[src/rtl/lsd_pkg.sv]
`default_nettype none
package lsd_pkg;

    // Width of the Bernoulli range operands that are actually used.
    localparam int RANGE_BITS = 16;

    localparam int OP_W      = 2;
    localparam int VALUE_W   = 64;
    localparam int FIELD_W   = 16;
    localparam int SAMPLE_W  = 32;
    localparam int HALF_W    = VALUE_W / 2;
    localparam int S_TDATA_W = VALUE_W + 2 * FIELD_W;
    localparam int M_RAW_W   = SAMPLE_W + VALUE_W + 1;
    localparam int M_TDATA_W = ((M_RAW_W + 7) / 8) * 8;
    localparam int M_PAD_W   = M_TDATA_W - M_RAW_W;
    localparam int QUEUE_DEPTH = 2;
    localparam int QPTR_W    = (QUEUE_DEPTH > 1) ? $clog2(QUEUE_DEPTH) : 1;
    localparam int QCNT_W    = $clog2(QUEUE_DEPTH + 1);
    localparam int REM_CNT_W = $clog2(SAMPLE_W + 1);

    localparam logic [VALUE_W-1:0] LCG_MUL    = 64'hbf58476d1ce4e5b9;
    localparam logic [VALUE_W-1:0] LCG_ADD    = 64'h94d049bb133111eb;
    localparam logic [VALUE_W-1:0] MIX_GOLDEN = 64'h9e3779b97f4a7c15;
    localparam logic [VALUE_W-1:0] MIX_MUL_A  = 64'hbf58476d1ce4e5b9;
    localparam logic [VALUE_W-1:0] MIX_MUL_B  = 64'h94d049bb133111eb;
    localparam int MIX_SHIFT_1 = 30;
    localparam int MIX_SHIFT_2 = 27;
    localparam int MIX_SHIFT_3 = 31;

    localparam logic [OP_W-1:0] OP_LOAD = 2'd0;
    localparam logic [OP_W-1:0] OP_DRAW = 2'd1;
    localparam logic [OP_W-1:0] OP_MIX  = 2'd2;

    typedef enum logic [1:0] {
        KIND_NOP,
        KIND_LOAD,
        KIND_DRAW,
        KIND_MIX
    } kind_t;

    typedef struct packed {
        kind_t                 kind;
        logic [VALUE_W-1:0]    value;
        logic [RANGE_BITS-1:0] num;
        logic [RANGE_BITS-1:0] den;
        logic                  den_zero;
    } cmd_t;

    typedef enum logic [2:0] {
        MUL_IDLE,
        MUL_LO,
        MUL_CROSS_A,
        MUL_CROSS_B,
        MUL_SUM,
        MUL_DONE
    } mul_state_t;

    typedef enum logic [2:0] {
        B_IDLE,
        B_LCG_MUL,
        B_MIX_ADD,
        B_MIX_MUL1,
        B_MIX_MUL2,
        B_REM,
        B_OUT
    } back_state_t;

endpackage
`default_nettype wire

[src/rtl/lsd_front.sv]
`default_nettype none
module lsd_front (
    input  wire logic                          clk,
    input  wire logic                          rst_n,
    input  wire logic                          in_valid,
    output logic                               in_ready,
    input  wire logic [lsd_pkg::OP_W-1:0]      in_op,
    input  wire logic [lsd_pkg::S_TDATA_W-1:0] in_data,
    output logic                               cmd_valid,
    input  wire logic                          cmd_ready,
    output lsd_pkg::cmd_t                      cmd
);
    import lsd_pkg::*;

    logic valid_reg;
    logic valid_next;
    cmd_t cmd_reg;
    cmd_t cmd_next;
    logic [FIELD_W-1:0] num_field;
    logic [FIELD_W-1:0] den_field;

    assign in_ready  = !valid_reg || cmd_ready;
    assign cmd_valid = valid_reg;
    assign cmd       = cmd_reg;
    assign num_field = in_data[VALUE_W +: FIELD_W];
    assign den_field = in_data[VALUE_W + FIELD_W +: FIELD_W];

    always_comb
    begin
        valid_next = valid_reg;
        cmd_next   = cmd_reg;
        if (cmd_ready)
        begin
            valid_next = 1'b0;
        end
        if (in_valid && in_ready)
        begin
            valid_next     = 1'b1;
            cmd_next.value = in_data[VALUE_W-1:0];
            cmd_next.num   = RANGE_BITS'(num_field);
            cmd_next.den   = RANGE_BITS'(den_field);
            cmd_next.den_zero = (RANGE_BITS'(den_field) == '0);
            case (in_op)
                OP_LOAD: cmd_next.kind = KIND_LOAD;
                OP_DRAW: cmd_next.kind = KIND_DRAW;
                OP_MIX:  cmd_next.kind = KIND_MIX;
                default: cmd_next.kind = KIND_NOP;
            endcase
        end
    end

    always_ff @(posedge clk or negedge rst_n)
    begin
        if (!rst_n)
        begin
            valid_reg <= 1'b0;
        end
        else
        begin
            valid_reg <= valid_next;
        end
    end

    always_ff @(posedge clk)
    begin
        cmd_reg <= cmd_next;
    end

endmodule
`default_nettype wire

[src/rtl/lsd_queue.sv]
`default_nettype none
module lsd_queue (
    input  wire logic          clk,
    input  wire logic          rst_n,
    input  wire logic          wr_valid,
    output logic               wr_ready,
    input  wire lsd_pkg::cmd_t wr_cmd,
    output logic               rd_valid,
    input  wire logic          rd_ready,
    output lsd_pkg::cmd_t      rd_cmd
);
    import lsd_pkg::*;

    cmd_t              entry_reg [QUEUE_DEPTH];
    logic [QPTR_W-1:0] wr_ptr_reg;
    logic [QPTR_W-1:0] wr_ptr_next;
    logic [QPTR_W-1:0] rd_ptr_reg;
    logic [QPTR_W-1:0] rd_ptr_next;
    logic [QCNT_W-1:0] count_reg;
    logic [QCNT_W-1:0] count_next;
    logic              push;
    logic              pop;

    assign wr_ready = (count_reg != QCNT_W'(QUEUE_DEPTH));
    assign rd_valid = (count_reg != '0);
    assign rd_cmd   = entry_reg[rd_ptr_reg];
    assign push     = wr_valid && wr_ready;
    assign pop      = rd_valid && rd_ready;

    always_comb
    begin
        wr_ptr_next = wr_ptr_reg;
        rd_ptr_next = rd_ptr_reg;
        count_next  = count_reg;
        if (push)
        begin
            wr_ptr_next = (wr_ptr_reg == QPTR_W'(QUEUE_DEPTH - 1)) ? '0 : wr_ptr_reg + 1'b1;
        end
        if (pop)
        begin
            rd_ptr_next = (rd_ptr_reg == QPTR_W'(QUEUE_DEPTH - 1)) ? '0 : rd_ptr_reg + 1'b1;
        end
        if (push && !pop)
        begin
            count_next = count_reg + 1'b1;
        end
        else if (pop && !push)
        begin
            count_next = count_reg - 1'b1;
        end
    end

    always_ff @(posedge clk or negedge rst_n)
    begin
        if (!rst_n)
        begin
            wr_ptr_reg <= '0;
            rd_ptr_reg <= '0;
            count_reg  <= '0;
        end
        else
        begin
            wr_ptr_reg <= wr_ptr_next;
            rd_ptr_reg <= rd_ptr_next;
            count_reg  <= count_next;
        end
    end

    always_ff @(posedge clk)
    begin
        if (push)
        begin
            entry_reg[wr_ptr_reg] <= wr_cmd;
        end
    end

endmodule
`default_nettype wire

[src/rtl/lsd_mul64.sv]
`default_nettype none
// Low 64 bits of a 64 x 64 product, built from three 32 x 32 partial products,
// one per cycle. The high x high product never reaches the low half.
module lsd_mul64 (
    input  wire logic                        clk,
    input  wire logic                        rst_n,
    input  wire logic                        start,
    input  wire logic [lsd_pkg::VALUE_W-1:0] a,
    input  wire logic [lsd_pkg::VALUE_W-1:0] b,
    output logic                             done,
    output logic [lsd_pkg::VALUE_W-1:0]      p
);
    import lsd_pkg::*;

    mul_state_t         state_reg;
    mul_state_t         state_next;
    logic [VALUE_W-1:0] a_reg;
    logic [VALUE_W-1:0] a_next;
    logic [VALUE_W-1:0] b_reg;
    logic [VALUE_W-1:0] b_next;
    logic [VALUE_W-1:0] prod_reg;
    logic [VALUE_W-1:0] prod_next;
    logic [VALUE_W-1:0] acc_reg;
    logic [VALUE_W-1:0] acc_next;
    logic [HALF_W-1:0]  mul_x;
    logic [HALF_W-1:0]  mul_y;

    assign done = (state_reg == MUL_DONE);
    assign p    = acc_reg;

    always_comb
    begin
        state_next = state_reg;
        a_next     = a_reg;
        b_next     = b_reg;
        acc_next   = acc_reg;
        mul_x      = a_reg[HALF_W-1:0];
        mul_y      = b_reg[HALF_W-1:0];
        case (state_reg)
            MUL_CROSS_A:
            begin
                mul_x = a_reg[VALUE_W-1:HALF_W];
            end
            MUL_CROSS_B:
            begin
                mul_y = b_reg[VALUE_W-1:HALF_W];
            end
            default:
            begin
            end
        endcase
        prod_next = VALUE_W'(mul_x) * VALUE_W'(mul_y);
        case (state_reg)
            MUL_IDLE, MUL_DONE:
            begin
                state_next = MUL_IDLE;
                prod_next  = prod_reg;
            end
            MUL_LO:
            begin
                state_next = MUL_CROSS_A;
            end
            MUL_CROSS_A:
            begin
                acc_next   = prod_reg;
                state_next = MUL_CROSS_B;
            end
            MUL_CROSS_B:
            begin
                acc_next[VALUE_W-1:HALF_W] = acc_reg[VALUE_W-1:HALF_W] + prod_reg[HALF_W-1:0];
                state_next = MUL_SUM;
            end
            MUL_SUM:
            begin
                acc_next[VALUE_W-1:HALF_W] = acc_reg[VALUE_W-1:HALF_W] + prod_reg[HALF_W-1:0];
                prod_next  = prod_reg;
                state_next = MUL_DONE;
            end
            default:
            begin
                state_next = MUL_IDLE;
            end
        endcase
        if (start)
        begin
            a_next     = a;
            b_next     = b;
            state_next = MUL_LO;
        end
    end

    always_ff @(posedge clk or negedge rst_n)
    begin
        if (!rst_n)
        begin
            state_reg <= MUL_IDLE;
        end
        else
        begin
            state_reg <= state_next;
        end
    end

    always_ff @(posedge clk)
    begin
        a_reg    <= a_next;
        b_reg    <= b_next;
        prod_reg <= prod_next;
        acc_reg  <= acc_next;
    end

endmodule
`default_nettype wire

[src/rtl/lsd_rem.sv]
`default_nettype none
// Restoring remainder, one dividend bit per cycle, most significant first.
module lsd_rem (
    input  wire logic                           clk,
    input  wire logic                           rst_n,
    input  wire logic                           start,
    input  wire logic [lsd_pkg::SAMPLE_W-1:0]   dividend,
    input  wire logic [lsd_pkg::RANGE_BITS-1:0] divisor,
    output logic                                done,
    output logic [lsd_pkg::RANGE_BITS-1:0]      rem
);
    import lsd_pkg::*;

    logic                  busy_reg;
    logic                  busy_next;
    logic [REM_CNT_W-1:0]  cnt_reg;
    logic [REM_CNT_W-1:0]  cnt_next;
    logic [SAMPLE_W-1:0]   quo_reg;
    logic [SAMPLE_W-1:0]   quo_next;
    logic [RANGE_BITS-1:0] den_reg;
    logic [RANGE_BITS-1:0] den_next;
    logic [RANGE_BITS-1:0] rem_reg;
    logic [RANGE_BITS-1:0] rem_next;
    logic [RANGE_BITS:0]   trial;
    logic [RANGE_BITS:0]   diff;

    assign done  = busy_reg && (cnt_reg == '0);
    assign rem   = rem_reg;
    assign trial = {rem_reg, quo_reg[SAMPLE_W-1]};
    assign diff  = trial - {1'b0, den_reg};

    always_comb
    begin
        busy_next = busy_reg;
        cnt_next  = cnt_reg;
        quo_next  = quo_reg;
        den_next  = den_reg;
        rem_next  = rem_reg;
        if (busy_reg)
        begin
            if (cnt_reg == '0)
            begin
                busy_next = 1'b0;
            end
            else
            begin
                cnt_next = cnt_reg - 1'b1;
                quo_next = {quo_reg[SAMPLE_W-2:0], 1'b0};
                // The partial remainder stays below the divisor, so the
                // trial value is under twice the divisor.
                rem_next = (trial >= {1'b0, den_reg}) ? diff[RANGE_BITS-1:0]
                                                      : trial[RANGE_BITS-1:0];
            end
        end
        if (start)
        begin
            busy_next = 1'b1;
            cnt_next  = REM_CNT_W'(SAMPLE_W);
            quo_next  = dividend;
            den_next  = divisor;
            rem_next  = '0;
        end
    end

    always_ff @(posedge clk or negedge rst_n)
    begin
        if (!rst_n)
        begin
            busy_reg <= 1'b0;
            cnt_reg  <= '0;
        end
        else
        begin
            busy_reg <= busy_next;
            cnt_reg  <= cnt_next;
        end
    end

    always_ff @(posedge clk)
    begin
        quo_reg <= quo_next;
        den_reg <= den_next;
        rem_reg <= rem_next;
    end

endmodule
`default_nettype wire

[src/rtl/lsd_back.sv]
`default_nettype none
module lsd_back (
    input  wire logic                          clk,
    input  wire logic                          rst_n,
    input  wire logic                          cmd_valid,
    output logic                               cmd_ready,
    input  wire lsd_pkg::cmd_t                 cmd,
    output logic                               out_valid,
    input  wire logic                          out_ready,
    output logic [lsd_pkg::M_TDATA_W-1:0]      out_data,
    output logic                               out_bad
);
    import lsd_pkg::*;

    back_state_t           state_reg;
    back_state_t           state_next;
    cmd_t                  cmd_reg;
    cmd_t                  cmd_next;
    logic [VALUE_W-1:0]    gen_state_reg;
    logic [VALUE_W-1:0]    gen_state_next;
    logic [VALUE_W-1:0]    work_reg;
    logic [VALUE_W-1:0]    work_next;
    logic [SAMPLE_W-1:0]   sample_reg;
    logic [SAMPLE_W-1:0]   sample_next;
    logic [VALUE_W-1:0]    mixed_reg;
    logic [VALUE_W-1:0]    mixed_next;
    logic                  hit_reg;
    logic                  hit_next;
    logic                  bad_reg;
    logic                  bad_next;
    logic                  out_valid_reg;
    logic                  out_valid_next;
    logic [M_TDATA_W-1:0]  out_data_reg;
    logic [M_TDATA_W-1:0]  out_data_next;
    logic                  out_bad_reg;
    logic                  out_bad_next;
    logic                  out_load;
    logic                  mul_start;
    logic [VALUE_W-1:0]    mul_a;
    logic [VALUE_W-1:0]    mul_b;
    logic                  mul_done;
    logic [VALUE_W-1:0]    mul_p;
    logic                  rem_start;
    logic                  rem_done;
    logic [RANGE_BITS-1:0] rem_val;
    logic [VALUE_W-1:0]    mix_v;
    logic [VALUE_W-1:0]    fin;
    // Marks that the divider has been started for the current draw.
    logic                  rem_pending_reg;
    logic                  rem_pending_next;

    lsd_mul64 u_mul (
        .clk   (clk),
        .rst_n (rst_n),
        .start (mul_start),
        .a     (mul_a),
        .b     (mul_b),
        .done  (mul_done),
        .p     (mul_p)
    );

    lsd_rem u_rem (
        .clk      (clk),
        .rst_n    (rst_n),
        .start    (rem_start),
        .dividend (sample_reg),
        .divisor  (cmd_reg.den),
        .done     (rem_done),
        .rem      (rem_val)
    );

    assign cmd_ready = (state_reg == B_IDLE);
    assign out_valid = out_valid_reg;
    assign out_data  = out_data_reg;
    assign out_bad   = out_bad_reg;
    assign out_load  = (state_reg == B_OUT) && (!out_valid_reg || out_ready);
    assign mix_v     = work_reg + MIX_GOLDEN;
    assign fin       = mul_p ^ (mul_p >> MIX_SHIFT_3);

    always_comb
    begin
        state_next     = state_reg;
        cmd_next       = cmd_reg;
        gen_state_next = gen_state_reg;
        work_next      = work_reg;
        sample_next    = sample_reg;
        mixed_next     = mixed_reg;
        hit_next       = hit_reg;
        bad_next       = bad_reg;
        mul_start      = 1'b0;
        mul_a          = gen_state_reg;
        mul_b          = LCG_MUL;
        rem_start      = 1'b0;
        case (state_reg)
            B_IDLE:
            begin
                if (cmd_valid)
                begin
                    cmd_next    = cmd;
                    work_next   = cmd.value;
                    sample_next = '0;
                    mixed_next  = '0;
                    hit_next    = 1'b0;
                    bad_next    = 1'b0;
                    case (cmd.kind)
                        KIND_LOAD:
                        begin
                            gen_state_next = cmd.value;
                            state_next     = B_OUT;
                        end
                        KIND_DRAW:
                        begin
                            mul_start  = 1'b1;
                            state_next = B_LCG_MUL;
                        end
                        KIND_MIX:
                        begin
                            state_next = B_MIX_ADD;
                        end
                        default:
                        begin
                            state_next = B_OUT;
                        end
                    endcase
                end
            end
            B_LCG_MUL:
            begin
                if (mul_done)
                begin
                    gen_state_next = mul_p + LCG_ADD;
                    work_next      = mul_p + LCG_ADD;
                    state_next     = B_MIX_ADD;
                end
            end
            B_MIX_ADD:
            begin
                mul_start  = 1'b1;
                mul_a      = mix_v ^ (mix_v >> MIX_SHIFT_1);
                mul_b      = MIX_MUL_A;
                state_next = B_MIX_MUL1;
            end
            B_MIX_MUL1:
            begin
                mul_a = mul_p ^ (mul_p >> MIX_SHIFT_2);
                mul_b = MIX_MUL_B;
                if (mul_done)
                begin
                    mul_start  = 1'b1;
                    state_next = B_MIX_MUL2;
                end
            end
            B_MIX_MUL2:
            begin
                if (mul_done)
                begin
                    if (cmd_reg.kind == KIND_DRAW)
                    begin
                        sample_next = fin[VALUE_W-1:VALUE_W-SAMPLE_W];
                        if (cmd_reg.den_zero)
                        begin
                            bad_next   = 1'b1;
                            state_next = B_OUT;
                        end
                        else
                        begin
                            state_next = B_REM;
                        end
                    end
                    else
                    begin
                        mixed_next = fin;
                        state_next = B_OUT;
                    end
                end
            end
            B_REM:
            begin
                // The sample register is loaded in the cycle before the divider starts.
                if (rem_done)
                begin
                    hit_next   = (rem_val < cmd_reg.num);
                    state_next = B_OUT;
                end
            end
            B_OUT:
            begin
                if (out_load)
                begin
                    state_next = B_IDLE;
                end
            end
            default:
            begin
                state_next = B_IDLE;
            end
        endcase
        if ((state_reg == B_MIX_MUL2) && mul_done && (cmd_reg.kind == KIND_DRAW)
            && !cmd_reg.den_zero)
        begin
            rem_start = 1'b0;
        end
        if (state_reg == B_REM)
        begin
            rem_start = !rem_pending_reg;
        end
    end

    always_comb
    begin
        rem_pending_next = rem_pending_reg;
        if (state_reg != B_REM)
        begin
            rem_pending_next = 1'b0;
        end
        else if (rem_start)
        begin
            rem_pending_next = 1'b1;
        end
    end

    always_comb
    begin
        out_valid_next = out_valid_reg;
        out_data_next  = out_data_reg;
        out_bad_next   = out_bad_reg;
        if (out_ready)
        begin
            out_valid_next = 1'b0;
        end
        if (out_load)
        begin
            out_valid_next = 1'b1;
            out_data_next  = {{M_PAD_W{1'b0}}, hit_reg, mixed_reg, sample_reg};
            out_bad_next   = bad_reg;
        end
    end

    always_ff @(posedge clk or negedge rst_n)
    begin
        if (!rst_n)
        begin
            state_reg       <= B_IDLE;
            gen_state_reg   <= '0;
            out_valid_reg   <= 1'b0;
            rem_pending_reg <= 1'b0;
        end
        else
        begin
            state_reg       <= state_next;
            gen_state_reg   <= gen_state_next;
            out_valid_reg   <= out_valid_next;
            rem_pending_reg <= rem_pending_next;
        end
    end

    always_ff @(posedge clk)
    begin
        cmd_reg      <= cmd_next;
        work_reg     <= work_next;
        sample_reg   <= sample_next;
        mixed_reg    <= mixed_next;
        hit_reg      <= hit_next;
        bad_reg      <= bad_next;
        out_data_reg <= out_data_next;
        out_bad_reg  <= out_bad_next;
    end

endmodule
`default_nettype wire

[src/rtl/lcg_splitmix_random_draw_unit.sv]
// Items are carried out one at a time: the back end takes no new item before the last one
// is through. The pace is set by the shared 64-bit multiplier and the bit-serial remainder
// unit, which a draw with a zero denominator skips.
// Reset (rst_n, asynchronous, active low) clears the generator state to zero.
`default_nettype none
module lcg_splitmix_random_draw_unit (
    input  wire logic                          clk,
    input  wire logic                          rst_n,
    input  wire logic                          s_axis_tvalid,
    output logic                               s_axis_tready,
    // value, numerator, denominator
    input  wire logic [lsd_pkg::S_TDATA_W-1:0] s_axis_tdata,
    // operation
    input  wire logic [lsd_pkg::OP_W-1:0]      s_axis_tuser,
    output logic                               m_axis_tvalid,
    input  wire logic                          m_axis_tready,
    // sample, mixed, hit, zero padding
    output logic [lsd_pkg::M_TDATA_W-1:0]      m_axis_tdata,
    // bad_denominator
    output logic                               m_axis_tuser
);
    import lsd_pkg::*;

    logic front_valid;
    logic front_ready;
    cmd_t front_cmd;
    logic back_valid;
    logic back_ready;
    cmd_t back_cmd;

    lsd_front u_front (
        .clk       (clk),
        .rst_n     (rst_n),
        .in_valid  (s_axis_tvalid),
        .in_ready  (s_axis_tready),
        .in_op     (s_axis_tuser),
        .in_data   (s_axis_tdata),
        .cmd_valid (front_valid),
        .cmd_ready (front_ready),
        .cmd       (front_cmd)
    );

    lsd_queue u_queue (
        .clk      (clk),
        .rst_n    (rst_n),
        .wr_valid (front_valid),
        .wr_ready (front_ready),
        .wr_cmd   (front_cmd),
        .rd_valid (back_valid),
        .rd_ready (back_ready),
        .rd_cmd   (back_cmd)
    );

    lsd_back u_back (
        .clk       (clk),
        .rst_n     (rst_n),
        .cmd_valid (back_valid),
        .cmd_ready (back_ready),
        .cmd       (back_cmd),
        .out_valid (m_axis_tvalid),
        .out_ready (m_axis_tready),
        .out_data  (m_axis_tdata),
        .out_bad   (m_axis_tuser)
    );

endmodule
`default_nettype wire

[config.mk]
export PLATFORM = sky130hd
export DESIGN_NAME = lcg_splitmix_random_draw_unit
export DESIGN_NICKNAME = d
export VERILOG_FILES = /design/src/rtl/lsd_pkg.sv /design/src/rtl/lsd_front.sv /design/src/rtl/lsd_queue.sv /design/src/rtl/lsd_mul64.sv /design/src/rtl/lsd_rem.sv /design/src/rtl/lsd_back.sv /design/src/rtl/lcg_splitmix_random_draw_unit.sv
export SDC_FILE = /design/constraint.sdc
export NUM_CORES = 2
export LEC_CHECK = 0
export BUFFER_PORTS_ARGS = -buffer_cell sky130_fd_sc_hd__buf_2
export CORE_UTILIZATION = 40
export CTS_BUF_LIST = sky130_fd_sc_hd__clkbuf_4
export DETAILED_ROUTE_END_ITERATION = 12
export SLEW_MARGIN = 20
export SYNTH_ARGS = -nofsm -noshare
export SYNTH_HDL_FRONTEND = slang
export SYNTH_HIERARCHICAL = 1
export SYNTH_SLANG_ARGS = --single-unit
[constraint.sdc]
create_clock -name clk -period 8.4 [get_ports clk]
set_input_delay 0.84 -clock clk [delete_from_list [all_inputs] [get_ports clk]]
set_output_delay 0.84 -clock clk [all_outputs]
set_load 0.1 [all_outputs]
==> flow_summary.json <==
{
  "worstSetupStartpointType": "flip-flop",
  "via_per_inst": 5.34,
  "synthArstFlopShare_pct": 8.43,
  "setup_viol": 19,
  "worst_slack_ns": -0.222,
  "worst_slew_pin_slew_ns": 1.05,
  "worst_path_most_repeated_cell": "fa_1",
  "synth_flop_cell": "edfxtp_1",
  "clk_latency_ns": 1.28,
  "grt_pass1_vias": 58000,
  "synthTopCellsByArea": "edfxtp_1 35%, fa_1 24%, ha_1 5.4%",
  "crit_fanout": 6,
  "synthTopCellsByCount": "941 x inv_1, 898 x fa_1, 896 x edfxtp_1",
  "fin_crit_ns": 8.62,
  "hold_class": "in -> async",
  "ff2ff_setup_slack_ns": -0.22,
  "fmax_ghz": 0.116,
  "ir_worst_vdd_uv": 133,
  "ant_nets": 0,
  "dr.pass1.iters": 6,
  "worst_ep_required_time_ns": 9.36,
  "area_delta_synth_final_pct": 20.1,
  "dr.first_iter.drc_count": 5669,
  "io_buffers": 201,
  "dp.cells": 9868,
  "slowest_stage": "fa_2",
  "path_delay_family": "adder cells",
  "synth_top_family_by_area": "adder cells",
  "status": "finished, violations left",
  "totalNegativeSetupSlack_ns": -2.12,
  "ioPinCount": 209,
  "syn_avg_cell_area_um2": 11.1,
  "die_area_mm2": 0.193,
  "drt-wirelength-per-cell_um": 24.9,
  "cp-end-kind": "flip-flop",
  "slew_viol_final": 0,
  "critPathBufInv": 9,
  "final_area_mm2": 0.0918,
  "clockBufferDepth": 4,
  "ys_seq_area_share_pct": 38.4,
  "wl_um": 264000,
  "synth-compound-area-share_pct": 6.51,
  "rsz0062_at_grt": "true",
  "critPathKind": "reg -> reg",
  "synth.top_cell.area_share_pct": 35.2,
  "grt_max_degree": 87,
  "die_y_um": 439,
  "synthSimpleGateAreaFrac_pct": 11.0,
  "violations": "negative setup slack",
  "nNetsFinal": 9216,
  "routabilityCongestion": 1.01,
  "slowest_delay_ns": 0.61,
  "max_cap_violations": 0,
  "synth_edf_count": 896,
  "synth_area_mm2": 0.0765,
  "finalHoldViolCount": 0,
  "yosys.cell_types.count": 101,
  "grt_pass1_wl_um": 383000,
  "layoutNonFillerInstCount": 10600,
  "h-tree-depth": 5,
  "grt_util_all_layers_pct": 27.3,
  "relSlewSlack_pct": 29.7,
  "grt_antenna_before_repair": 14,
  "numCtsBuffers": 287,
  "cts_tree": "yes",
  "place_area_mm2": 0.0844,
  "synth.most_common_cell": "inv_1",
  "dp_hpwl_um": 206000,
  "finClkSkew_ns": 0.0895,
  "synthXorXnorAreaFrac_pct": 3.74,
  "worstPathArrival_ns": 9.59,
  "vias": 56600,
  "cts_root_buf": "clkbuf_4",
  "synth_cells": 6911,
  "overflow": 0,
  "drc": 0,
  "yosysWarnings": 6,
  "synth_top_area_cell": "edfxtp_1",
  "p_leak_nw": 39.3,
  "synthAdderAreaFrac_pct": 29.0,
  "powerDensity_mw_per_mm2": 122,
  "num_rows": 160,
  "synth_mux_area_share_pct": 4.75,
  "hold_ws_ns": 0.213,
  "yosys_register_bits": 996,
  "drive_gt1_share_pct": 22.9,
  "fillerInstances": 17400,
  "die-width_um": 439,
  "initial_core_util_pct": 40.2,
  "total_power_mw": 11.2,
  "clock_sinks": 996,
  "fin_crit_sh_pct": 103,
  "largest_reg_flops": 198,
  "clkTransAtPathRegs_ns": 0.07,
  "core_area_mm2": 0.190
}
-- repair_timing --
item / 4_1_cts / 5_1_grt
pin swaps: 58 / 149
endpoints found under the hold margin: 122 / 0
gates cloned: 8 / 0
gates resized for setup: 208 / 136
endpoints found under the setup margin: 38 / 34
setup buffers: 84 / 46
hold buffers: 103 / 0
-- power breakdown --
| group | internal, mW | switching [mW] |
|---|---|---|
| logic | 0.266 | 0.531 |
| registers | 5.87 | 0.114 |
| clock network | 2.35 | 2.06 |
| total | 8.49 | 2.71 |
-- through the flow --
step                setup WS [ns]  util, %
floorplan                  0.0135        -
global placement           -0.431     44.4
detailed placement         -0.496     44.4
CTS                        -0.186     47.9
global route               -0.407     48.3
finish                     -0.222     48.3
-- layout by cell type (no fill, tap or decap), types with 102 or more instances in the layout --
cell type / count
a21oi_1: 168
buf_2: 201
buf_4: 545
clkbuf_4: 424
dlygate4sd3_1: 102
edfxtp_1: 896
fa_1: 845
ha_1: 313
inv_1: 918
mux2_4: 118
nand2_1: 812
nor2_1: 802
o21ai_0: 164
xnor2_1: 189
xor2_1: 107
-- worst paths after layout --
| check | from | end | cells after the start |
|---|---|---|---|
| worst max-delay path | u_back/u_mul/state_reg[2]$_DFF_PN0_ | u_back/u_mul/prod_reg[44]$_DFFE_PN_ | 30 |
| worst min register to register | u_front/cmd[18]$_DFFE_PP_ | u_queue/entry_reg[0][18]$_DFFE_PP_ | 0 |
| worst min-delay path | rst_n | u_front/cmd_valid$_DFFE_PN0P_ | 3 |
| min in group clk | s_axis_tdata[69] | u_front/cmd[22]$_DFFE_PP_ | 2 |
| max in group asynchronous | rst_n | u_back/gen_state_reg[13]$_DFFE_PN0P_ | 3 |
| worst max register to register | u_back/u_mul/state_reg[2]$_DFF_PN0_ | u_back/u_mul/prod_reg[44]$_DFFE_PN_ | 30 |
-- worst reg2reg max path: cells and delay by family, from the launching register on --
family / cells / cell delay [ns]
AND/OR/NAND/NOR: 6 / 1.20
multiplexers: 1 / 0.29
flip-flops: 1 / 0.40
AO/OA/AOI/OAI: 4 / 0.89
XOR/XNOR: 1 / 0.14
adder cells (fa/ha/maj): 9 / 4.48
buffers and inverters: 9 / 0.90
-- cells by family (layout without fill, tap and decap cells) --
group / after synthesis / after routing
muxes: 298 / 298
buffers and inverters: 1294 / 2418
xor gates and xnor gates: 314 / 314
AOI/OAI and AO/OA: 774 / 774
other: 2 / 56
and+or+nand+nor: 2002 / 2002
adders and majority gates: 1231 / 1231
DFF: 996 / 996
-- per-layer routing --
metal,vias up,global-route usage (%),part of all wire [%]
li1,24700,-,-
met2,2799,40.8,44
met1,28600,38.4,42
met5,-,0,0.013
met3,540,5.52,9.3
met4,6,11.8,4.7
-- final cells by class --
type | instances | area [µm²] | area share (%)
sequential | 996 | 29300 | 31.9
multi-input combinational | 4659 | 43700 | 47.6
timing repair buffer | 996 | 8650 | 9.42
clock buffer | 424 | 3180 | 3.47
antenna | 16 | 40.0 | 0.0436
clock inverter | 55 | 268 | 0.292
tap | 2511 | 3140 | 3.42
inverter | 943 | 3540 | 3.85
No activity file was read; power rests on OpenSTA's default activity.
